<file path="src/rtl/core/swd_master_transfer_assert.svh">
// ---------------------------------------------------------------------------
// SWD host transfer assertion macros
// Concurrent assertion shorthands shared by the SWD transfer RTL.
// ---------------------------------------------------------------------------
`ifndef SWD_MASTER_TRANSFER_ASSERT_SVH
`define SWD_MASTER_TRANSFER_ASSERT_SVH

// The antecedent implies the consequent in the same cycle.
`define SWD_ASSERT_SAME(lbl, clk, rst_n, ante, cons) \
    lbl: assert property (@(posedge clk) disable iff (!rst_n) (ante) |-> (cons)) \
        else $error("SWD transfer assertion failed");

// The antecedent implies the consequent in the next cycle.
`define SWD_ASSERT_NEXT(lbl, clk, rst_n, ante, cons) \
    lbl: assert property (@(posedge clk) disable iff (!rst_n) (ante) |=> (cons)) \
        else $error("SWD transfer assertion failed");

`endif

</file>
<file path="src/rtl/core/swdmt_pkg.sv">
// ---------------------------------------------------------------------------
// SWD host transfer package
// Field widths, ack codes and status codes of the SWD transfer engine.
// ---------------------------------------------------------------------------
`default_nettype none

package swdmt_pkg;

    // Stream payload widths, padded to whole bytes.
    localparam int S_TDATA_W = 48;
    localparam int M_TDATA_W = 48;

    // Configuration port.
    localparam int CFG_IDX_W  = 1;
    localparam int CFG_DATA_W = 3;

    typedef enum logic [CFG_IDX_W-1:0] {
        CFG_TURNAROUND = 1'b0,
        CFG_DATA_PHASE = 1'b1
    } cfg_index_t;

    // Phase lengths in SWCLK periods.
    localparam logic [7:0] HDR_LEN    = 8'd8;
    localparam logic [7:0] ACK_LEN    = 8'd3;
    localparam logic [7:0] DATA_LEN   = 8'd32;
    localparam logic [7:0] PARITY_LEN = 8'd1;
    localparam logic [7:0] DUMMY_LEN  = 8'd33;

    // Raw ack values.
    localparam logic [2:0] ACK_OK    = 3'b001;
    localparam logic [2:0] ACK_WAIT  = 3'b010;
    localparam logic [2:0] ACK_FAULT = 3'b100;

    // Reported status codes.
    localparam logic [2:0] ST_OK         = 3'd0;
    localparam logic [2:0] ST_WAIT       = 3'd1;
    localparam logic [2:0] ST_FAULT      = 3'd2;
    localparam logic [2:0] ST_PROTOCOL   = 3'd3;
    localparam logic [2:0] ST_PARITY_ERR = 3'd4;

    // Input beat kinds carried on s_tuser.
    localparam logic REQ_START = 1'b0;
    localparam logic REQ_TICK  = 1'b1;

endpackage

`default_nettype wire

</file>
<file path="src/rtl/core/swd_master_transfer.sv">
// ---------------------------------------------------------------------------
// SWD host transfer engine
// Sequences one SWD read or write transfer; each tick in it is one SWCLK period.
// ---------------------------------------------------------------------------
//  Channel  | Direction | Carries
//  s_*      | in        | start beats (request, write word, idle count), tick beats
//  m_*      | out       | one result beat per input beat, tlast on the final tick
//  cfg_*    | in        | register writes (turnaround, dummy data phase)
//
//  One beat per cycle while s_tready is high; its result shows in the next cycle.
//  The phase sequencer and bit counter advance one SWCLK bit per tick beat.
//  s_tready is low only while a result waits and m_tready is low.
//  Reset (aresetn low, synchronous) returns the engine to idle.
// ---------------------------------------------------------------------------
`default_nettype none

`include "swd_master_transfer_assert.svh"

module swd_master_transfer
    import swdmt_pkg::*;
(
    input  wire logic                  aclk,
    input  wire logic                  aresetn,

    input  wire logic                  s_tvalid,
    output logic                       s_tready,
    // [3:0] request, [35:4] write_data, [43:36] idle_count, [44] swdio_sample
    input  wire logic [S_TDATA_W-1:0]  s_tdata,
    // [0] req_type
    input  wire logic                  s_tuser,

    output logic                       m_tvalid,
    input  wire logic                  m_tready,
    // [0] clock_pulse, [1] swdio_level, [2] swdio_drive, [5:3] status,
    // [8:6] ack_bits, [40:9] read_data, [41] busy_res
    output logic [M_TDATA_W-1:0]       m_tdata,
    // done_res
    output logic                       m_tlast,

    input  wire logic                  cfg_wr_en,
    input  wire logic [CFG_IDX_W-1:0]  cfg_index,
    input  wire logic [CFG_DATA_W-1:0] cfg_wdata
);

    typedef enum logic [3:0] {
        PH_IDLE    = 4'd0,
        PH_HDR     = 4'd1,
        PH_TURN1   = 4'd2,
        PH_ACK     = 4'd3,
        PH_RDATA   = 4'd4,
        PH_RPAR    = 4'd5,
        PH_TURN2   = 4'd6,
        PH_WDATA   = 4'd7,
        PH_WPAR    = 4'd8,
        PH_IDLECYC = 4'd9,
        PH_BACKOFF = 4'd10
    } phase_t;

    // Registers.
    logic [2:0]  turnaround_reg;
    logic        data_phase_reg;
    phase_t      phase_reg, phase_next;
    logic [7:0]  bit_counter_reg, bit_counter_next;
    logic [31:0] shift_word_reg, shift_word_next;
    logic [7:0]  header_bits_reg, header_bits_next;
    logic [3:0]  held_request_reg, held_request_next;
    logic [7:0]  held_idle_reg, held_idle_next;
    logic [2:0]  ack_reg, ack_next;
    logic        data_parity_reg, data_parity_next;

    logic                 m_tvalid_reg;
    logic [M_TDATA_W-1:0] m_tdata_reg;
    logic                 m_tlast_reg;

    // Input fields.
    logic        req_type;
    logic [3:0]  in_request;
    logic [31:0] in_write_data;
    logic [7:0]  in_idle_count;
    logic        in_sample;

    assign req_type      = s_tuser;
    assign in_request    = s_tdata[3:0];
    assign in_write_data = s_tdata[35:4];
    assign in_idle_count = s_tdata[43:36];
    assign in_sample     = s_tdata[44];

    // Result fields.
    logic        clk_pulse;
    logic        swdio_level;
    logic        swdio_drive;
    logic        done;
    logic [2:0]  status;
    logic [2:0]  ack_out;
    logic [31:0] read_data;

    logic        s_accept;
    logic        is_read;
    logic [7:0]  bc_dec;
    logic [1:0]  ack_idx;
    phase_t      adv_phase;
    logic [7:0]  adv_count;
    logic [7:0]  ta_len;
    logic [7:0]  backoff_len;

    assign s_tready = !m_tvalid_reg || m_tready;
    assign s_accept = s_tvalid && s_tready;
    assign is_read  = held_request_reg[1];
    assign bc_dec   = (bit_counter_reg == 8'd0) ? 8'd0 : bit_counter_reg - 8'd1;
    assign ack_idx  = 2'd3 - bit_counter_reg[1:0];
    assign ta_len   = {5'd0, turnaround_reg};

    // Bit-level work of the current phase: shifting, sampling and pin levels.
    always_comb begin
        shift_word_next   = shift_word_reg;
        header_bits_next  = header_bits_reg;
        held_request_next = held_request_reg;
        held_idle_next    = held_idle_reg;
        ack_next          = ack_reg;
        data_parity_next  = data_parity_reg;
        clk_pulse         = 1'b0;
        swdio_level       = 1'b0;
        swdio_drive       = 1'b0;

        if (req_type == REQ_START) begin
            if (phase_reg == PH_IDLE) begin
                held_request_next = in_request;
                held_idle_next    = in_idle_count;
                header_bits_next  = {1'b1, 1'b0, ^in_request, in_request, 1'b1};
                shift_word_next   = in_write_data;
                data_parity_next  = ^in_write_data;
                ack_next          = 3'd0;
            end
        end else if (phase_reg == PH_IDLE) begin
            swdio_level = 1'b1;
            swdio_drive = 1'b1;
        end else begin
            clk_pulse = 1'b1;
            case (phase_reg)
                PH_HDR: begin
                    swdio_drive      = 1'b1;
                    swdio_level      = header_bits_reg[0];
                    header_bits_next = {1'b0, header_bits_reg[7:1]};
                end
                PH_ACK: begin
                    if (ack_idx != 2'd3) begin
                        ack_next = ack_reg | (3'({2'd0, in_sample}) << ack_idx);
                    end
                end
                PH_RDATA: begin
                    shift_word_next = {in_sample, shift_word_reg[31:1]};
                end
                PH_RPAR: begin
                    data_parity_next = in_sample;
                end
                PH_WDATA: begin
                    swdio_drive     = 1'b1;
                    swdio_level     = shift_word_reg[0];
                    shift_word_next = {1'b0, shift_word_reg[31:1]};
                end
                PH_WPAR: begin
                    swdio_drive = 1'b1;
                    swdio_level = data_parity_reg;
                end
                PH_IDLECYC: begin
                    swdio_drive = 1'b1;
                    swdio_level = 1'b0;
                end
                default: begin
                end
            endcase
        end
    end

    // Back-off length depends on the ack just completed.
    always_comb begin
        if (((ack_next == ACK_WAIT) || (ack_next == ACK_FAULT)) && !data_phase_reg) begin
            backoff_len = ta_len;
        end else begin
            backoff_len = DUMMY_LEN + ta_len;
        end
    end

    // Next phase after the current one ends, skipping phases of zero length.
    always_comb begin
        adv_phase = PH_IDLE;
        adv_count = 8'd0;
        unique case (phase_reg)
            PH_HDR: begin
                if (turnaround_reg != 3'd0) begin
                    adv_phase = PH_TURN1;
                    adv_count = ta_len;
                end else begin
                    adv_phase = PH_ACK;
                    adv_count = ACK_LEN;
                end
            end
            PH_TURN1: begin
                adv_phase = PH_ACK;
                adv_count = ACK_LEN;
            end
            PH_ACK: begin
                if (ack_next == ACK_OK) begin
                    if (is_read) begin
                        adv_phase = PH_RDATA;
                        adv_count = DATA_LEN;
                    end else if (turnaround_reg != 3'd0) begin
                        adv_phase = PH_TURN2;
                        adv_count = ta_len;
                    end else begin
                        adv_phase = PH_WDATA;
                        adv_count = DATA_LEN;
                    end
                end else if (backoff_len != 8'd0) begin
                    adv_phase = PH_BACKOFF;
                    adv_count = backoff_len;
                end
            end
            PH_RDATA: begin
                adv_phase = PH_RPAR;
                adv_count = PARITY_LEN;
            end
            PH_RPAR: begin
                if (turnaround_reg != 3'd0) begin
                    adv_phase = PH_TURN2;
                    adv_count = ta_len;
                end else if (held_idle_reg != 8'd0) begin
                    adv_phase = PH_IDLECYC;
                    adv_count = held_idle_reg;
                end
            end
            PH_TURN2: begin
                if (!is_read) begin
                    adv_phase = PH_WDATA;
                    adv_count = DATA_LEN;
                end else if (held_idle_reg != 8'd0) begin
                    adv_phase = PH_IDLECYC;
                    adv_count = held_idle_reg;
                end
            end
            PH_WDATA: begin
                adv_phase = PH_WPAR;
                adv_count = PARITY_LEN;
            end
            PH_WPAR: begin
                if (held_idle_reg != 8'd0) begin
                    adv_phase = PH_IDLECYC;
                    adv_count = held_idle_reg;
                end
            end
            default: begin
            end
        endcase
    end

    // Phase and counter update, end-of-transfer status.
    always_comb begin
        phase_next       = phase_reg;
        bit_counter_next = bit_counter_reg;
        done             = 1'b0;
        status           = ST_OK;
        ack_out          = 3'd0;
        read_data        = 32'd0;

        if (req_type == REQ_START) begin
            if (phase_reg == PH_IDLE) begin
                phase_next       = PH_HDR;
                bit_counter_next = HDR_LEN;
            end
        end else if (phase_reg != PH_IDLE) begin
            bit_counter_next = bc_dec;
            if (bc_dec == 8'd0) begin
                phase_next       = adv_phase;
                bit_counter_next = adv_count;
                if (adv_phase == PH_IDLE) begin
                    done    = 1'b1;
                    ack_out = ack_next;
                    if (ack_next == ACK_OK) begin
                        if (is_read) begin
                            read_data = shift_word_next;
                            if ((^shift_word_next) ^ data_parity_next) begin
                                status = ST_PARITY_ERR;
                            end
                        end
                    end else if (ack_next == ACK_WAIT) begin
                        status = ST_WAIT;
                    end else if (ack_next == ACK_FAULT) begin
                        status = ST_FAULT;
                    end else begin
                        status = ST_PROTOCOL;
                    end
                end
            end
        end
    end

    // Configuration registers.
    always_ff @(posedge aclk) begin
        if (!aresetn) begin
            turnaround_reg <= 3'd1;
            data_phase_reg <= 1'b0;
        end else if (cfg_wr_en) begin
            unique case (cfg_index_t'(cfg_index))
                CFG_TURNAROUND: turnaround_reg <= cfg_wdata;
                CFG_DATA_PHASE: data_phase_reg <= cfg_wdata[0];
                default: begin
                end
            endcase
        end
    end

    // Transfer state and result register, updated on every accepted beat.
    always_ff @(posedge aclk) begin
        if (!aresetn) begin
            phase_reg        <= PH_IDLE;
            bit_counter_reg  <= 8'd0;
            shift_word_reg   <= 32'd0;
            header_bits_reg  <= 8'd0;
            held_request_reg <= 4'd0;
            held_idle_reg    <= 8'd0;
            ack_reg          <= 3'd0;
            data_parity_reg  <= 1'b0;
            m_tvalid_reg     <= 1'b0;
            m_tdata_reg      <= '0;
            m_tlast_reg      <= 1'b0;
        end else if (s_accept) begin
            phase_reg        <= phase_next;
            bit_counter_reg  <= bit_counter_next;
            shift_word_reg   <= shift_word_next;
            header_bits_reg  <= header_bits_next;
            held_request_reg <= held_request_next;
            held_idle_reg    <= held_idle_next;
            ack_reg          <= ack_next;
            data_parity_reg  <= data_parity_next;
            m_tvalid_reg     <= 1'b1;
            m_tdata_reg      <= {6'd0, (phase_next != PH_IDLE), read_data, ack_out, status,
                                 swdio_drive, swdio_level, clk_pulse};
            m_tlast_reg      <= done;
        end else if (m_tready) begin
            m_tvalid_reg     <= 1'b0;
        end
    end

    assign m_tvalid = m_tvalid_reg;
    assign m_tdata  = m_tdata_reg;
    assign m_tlast  = m_tlast_reg;

    // A completed transfer leaves the engine idle.
    `SWD_ASSERT_SAME(a_done_not_busy, aclk, aresetn, m_tvalid && m_tlast, !m_tdata[41])
    // Status and ack are reported only on the final tick.
    `SWD_ASSERT_SAME(a_status_on_done, aclk, aresetn, m_tvalid && !m_tlast, m_tdata[8:3] == 6'd0)
    // A tick taken during a transfer always drives one SWCLK period.
    `SWD_ASSERT_NEXT(a_tick_clocks, aclk, aresetn,
        s_accept && (s_tuser == REQ_TICK) && (phase_reg != PH_IDLE), m_tvalid && m_tdata[0])
    // The bit counter is cleared whenever the engine rests.
    `SWD_ASSERT_SAME(a_idle_counter, aclk, aresetn, phase_reg == PH_IDLE, bit_counter_reg == 8'd0)

endmodule

`default_nettype wire
</file>
<file path="config.mk">
export PLATFORM = sky130hd
export DESIGN_NAME = swd_master_transfer
export DESIGN_NICKNAME = d
export VERILOG_FILES = /design/src/rtl/core/swdmt_pkg.sv /design/src/rtl/core/swd_master_transfer.sv
export VERILOG_INCLUDE_DIRS = /design/src /design/src/rtl/core
export SDC_FILE = /design/constraint.sdc
export NUM_CORES = 1
export LEC_CHECK = 0
export BUFFER_PORTS_ARGS = -buffer_cell sky130_fd_sc_hd__buf_2
export CORE_ASPECT_RATIO = 0.9
export CORE_MARGIN = 4
export CORE_UTILIZATION = 35
export DETAILED_ROUTE_END_ITERATION = 7
export PLACE_DENSITY = 0.63
export SLEW_MARGIN = 30
export SYNTH_ARGS = -nofsm -noshare
export SYNTH_HDL_FRONTEND = slang
export SYNTH_SLANG_ARGS = --single-unit
</file>
<file path="constraint.sdc">
create_clock -name aclk -period 3.9 [get_ports aclk]
set_input_delay 0.585 -clock aclk [delete_from_list [all_inputs] [get_ports aclk]]
set_output_delay 0.585 -clock aclk [all_outputs]
set_load 0.02 [all_outputs]
</file>
==> key figures <==
Global route
  – Grt met3 use: 0.04047
  – M2 GR Usage: 0.2633
  – GRT busiest layer: met2
  – Remaining global-route overflow: 0
  – Initial antenna violation count: 0
  – GRT Util Overall: 0.1786
  – Met1 usage: 0.2607
  – Pin count of the biggest net entering global routing: 64
  – First-pass GRT wire length: 31.57 mm
  – Vias in the first global route: 5835

Logic synthesis
  – Synth Area in XOR/XNOR: 0.09721
  – Post-synthesis sequential area ratio: 0.3316
  – Main flop type after synthesis: dfxtp_1
  – Ys Warns: 0
  – Main combinational cell family by area after synthesis: simple AND/OR/NAND/NOR gates
  – Mapped Area: between 0.006 and 0.007 sq mm
  – Post-synthesis mux area share: 0.01321
  – Post-Synth Adder-Cell Area: 0.01064
  – EDFF count, synth: 0
  – Asr flop ratio synth: 0
  – Synth Area in Simple Gates: 0.2445
  – Unique masters post-synth: 77
  – Avg Inst Size Synth: 8.570 sq um
  – Number of synthesized register bits: 113
  – Synthesized instance count: roughly 800
  – Post-synthesis compound-gate area fraction: 0.2416

Timing
  – Rel. slew slack: 0.4374
  – Worst Tran Pin Value: 843.9 ps
  – Hold slack: approximately 420 ps
  – Fmax achieved: 282.4 MHz
  – Tmin final: 3541 ps
  – Setup TNS: 0 ps
  – Pins over their slew limit: 0
  – RSZ-0062 raised after global routing: no
  – Finish-stage setup viols: 0
  – Final-report hold violation count: 0
  – Final worst slack: 359.5 ps
  – Worst clock skew: between 10 and 15 ps
  – Fin crit share: 0.9078

Worst setup path
  – Worst Setup Path Type: flop to flop
  – R2R setup slack: ~360 ps
  – CP startpoint kind: flop
  – CP Cell Sequence: inv_1 -> ha_1 -> nand4b_1 -> nor3_1 -> o211ai_1 -> a211o_4 -> or4_4 -> a21oi_1 -> and3_1 -> and2_4 -> a22oi_1 -> nor2b_1
  – Cell family with most CP delay: simple AND/OR/NAND/NOR gates
  – Crit-path max FO: 15
  – CP max-delay cell: or4_4
  – Critical path buffers and inverters: 1
  – Critical Path RT: between 4000 and 5000 ps
  – Kind of end point of the critical path: flop
  – Critical Path AT: 3900 ps
  – Max stage delay on crit path: 470 ps

Final layout
  – Reg area: 0.002262 sq mm
  – Layout net count: about 950
  – Fillers: 1885
  – Area used by multi-input combinational logic: 0.004168 sq mm
  – Largest register FFs: 42
  – Finished Cell Area: 0.008230 sq mm
  – Post-layout util: 0.4296
  – Area Growth Syn to Fin: 20.65%
  – Layout cell share with drive strength beyond 1: 0.2241
  – N_diodes: 0

Job
  – Total of max-cap violations: 0

Floorplanning
  – Starting density of the core: 0.3561
  – Die Y: 140.4 um
  – IO Count: 109
  – # rows: 48
  – Die area: 0.02179 sq mm
  – Die X: 155.2 um
  – Core area: 0.01916 sq mm

Min path
  – Worst hold path class: input pin to flop

Clocking
  – Post_cts resized: 0
  – H-tree depth: 4
  – Hold buffer count at cts: 0
  – Clock sink total: 113
  – Clk pin slew, worst setup/hold paths: 50 ps
  – Max Root-Sink Buffers: 2
  – CTS tree: built
  – CTS root buf: clkbuf_16
  – Post-CTS setup buffer count: 0
  – TritonCTS buffer count: 17
  – Clock latency on the worst-skew pair: 420 ps

Drt
  – DRC: 0
  – DR iter-0 viols: 360
  – Via density: 5.337
  – Drt first pass iters: 5
  – DRT antenna net count: 0
  – Final wirelength: ~19 mm
  – Vias: 6121
  – DR WL/cell: 16.87 um

Pwr
  – Power per cell area: between 500 and 600 mW/mm^2
  – Leakage Power: 3.542 nW
  – Maximum vdd ir drop: between 0.3 and 0.4 mV

Place
  – I/O Buffers: 99
  – DP Area: 0.007566 sq mm
  – Gpl congestion: 0.9468
  – Dpl hpwl: 13.63 mm
  – Pre-CTS WS: 307.2 ps

Run status
  – Outcome: completed
-- per-stage QoR --
stage                     power [W]  instances
after global routing       0.004542       1147
after floorplan            0.002291        801
after global placement     0.002599       1115
after detailed placement   0.002593       1115
after CTS                  0.004368       1147
final                      0.004339       1147
-- worst paths after layout --
kind	start	end	cells after the start
worst max-delay path	bit_counter_reg[1]$_SDFFE_PN0P_	m_tdata[27]$_SDFFE_PN0P_	12
worst min-delay path	cfg_wdata[0]	turnaround_reg[0]$_SDFFE_PN1P_	3
worst max register to register	bit_counter_reg[1]$_SDFFE_PN0P_	m_tdata[27]$_SDFFE_PN0P_	12
worst min register to register	m_tdata[2]$_SDFFE_PN0P_	m_tdata[2]$_SDFFE_PN0P_	2
-- worst register-to-register path: stages, from the launching register on --
cell      delay (ps)
dfxtp_1          440
inv_1             90
ha_1             260
nand4b_1         260
nor3_1           370
o211ai_1         170
a211o_4          380
or4_4            470
a21oi_1          270
and3_1           230
and2_4           300
a22oi_1          120
nor2b_1          120
-- routing by layer --
layer / vias to the layer above / part of all wire
met3: 15 / 0.055
met1: 2917 / 0.49
met2: 163 / 0.44
met5: - / 0
met4: 0 / 0.010
li1: 3026 / -
-- synth_stat cells (4+ instances only) --
master	count	area (sq um)
a211o_1	5	43.79
a21boi_0	20	150.1
a21oi_1	19	95.09
a221o_1	15	150.1
a22oi_1	11	82.58
a22oi_2	10	125.1
a2bb2oi_1	15	131.4
a311oi_1	9	78.83
a311oi_2	6	90.09
and2_1	9	56.30
and3_1	31	193.9
buf_2	6	30.03
buf_4	8	60.06
clkbuf_1	44	165.2
dfxtp_1	113	2262
ha_1	5	62.56
inv_1	25	93.84
mux2i_1	9	90.09
nand2_1	78	292.8
nand2b_1	7	43.79
nand3_1	10	50.05
nor2_1	53	198.9
nor2b_1	39	244.0
nor2b_2	10	87.58
nor3_1	26	130.1
nor3b_1	18	135.1
o211a_1	27	270.3
o211ai_1	5	37.54
o21ai_0	20	100.1
o221ai_1	4	35.03
or2_2	4	25.02
or3_1	5	31.28
xnor2_1	61	534.3
xor2_1	7	61.31
-- final cells by class --
type / instances / area share
clock buffer: 23 / 0.05929
timing repair buffer: 128 / 0.08817
clock inverter: 9 / 0.02144
multi-input combinational: 598 / 0.5064
inverter: 26 / 0.01186
tap: 250 / 0.03801
sequential: 113 / 0.2749
-- cell usage in the layout, fill, tap and decap left out, drive strengths merged, types with 7 or more instances in the layout --
| cell | synthesis | routed |
|---|---|---|
| a22oi | 21 | 21 |
| buf | 20 | 128 |
| a21oi | 19 | 19 |
| dfxtp | 113 | 113 |
| nor3 | 26 | 26 |
| nand3 | 10 | 10 |
| nor2b | 49 | 49 |
| nand2b | 7 | 7 |
| xnor2 | 61 | 61 |
| a2bb2oi | 15 | 15 |
| a21boi | 22 | 22 |
| inv | 26 | 26 |
| o211a | 27 | 27 |
| clkbuf | 44 | 23 |
| and3 | 31 | 31 |
| nor2 | 53 | 53 |
| nand2 | 79 | 79 |
| a221o | 15 | 15 |
| nor3b | 18 | 18 |
| mux2i | 9 | 9 |
| o21ai | 21 | 21 |
| xor2 | 7 | 7 |
| a311oi | 15 | 15 |
| and2 | 10 | 10 |
-- cells by family (layout without fill, tap and decap cells) --
group | after synthesis | after routing
multiplexers | 9 | 9
flip-flops | 113 | 113
other | 1 | 6
XOR/XNOR | 71 | 71
adder cells (fa/ha/maj) | 6 | 6
buffers and inverters | 90 | 186
AO/OA/AOI/OAI | 196 | 196
AND/OR/NAND/NOR | 310 | 310
-- power breakdown --
| group | switching, W | leakage [nW] | internal [W] |
|---|---|---|---|
| combinational | 0.000670 | 2.30 | 0.000633 |
| clock | 0.000555 | 0.323 | 0.00120 |
| sequential | 0.0000587 | 0.922 | 0.00122 |
| total | 0.00128 | 3.54 | 0.00305 |
(Power assumes the default switching activity.)
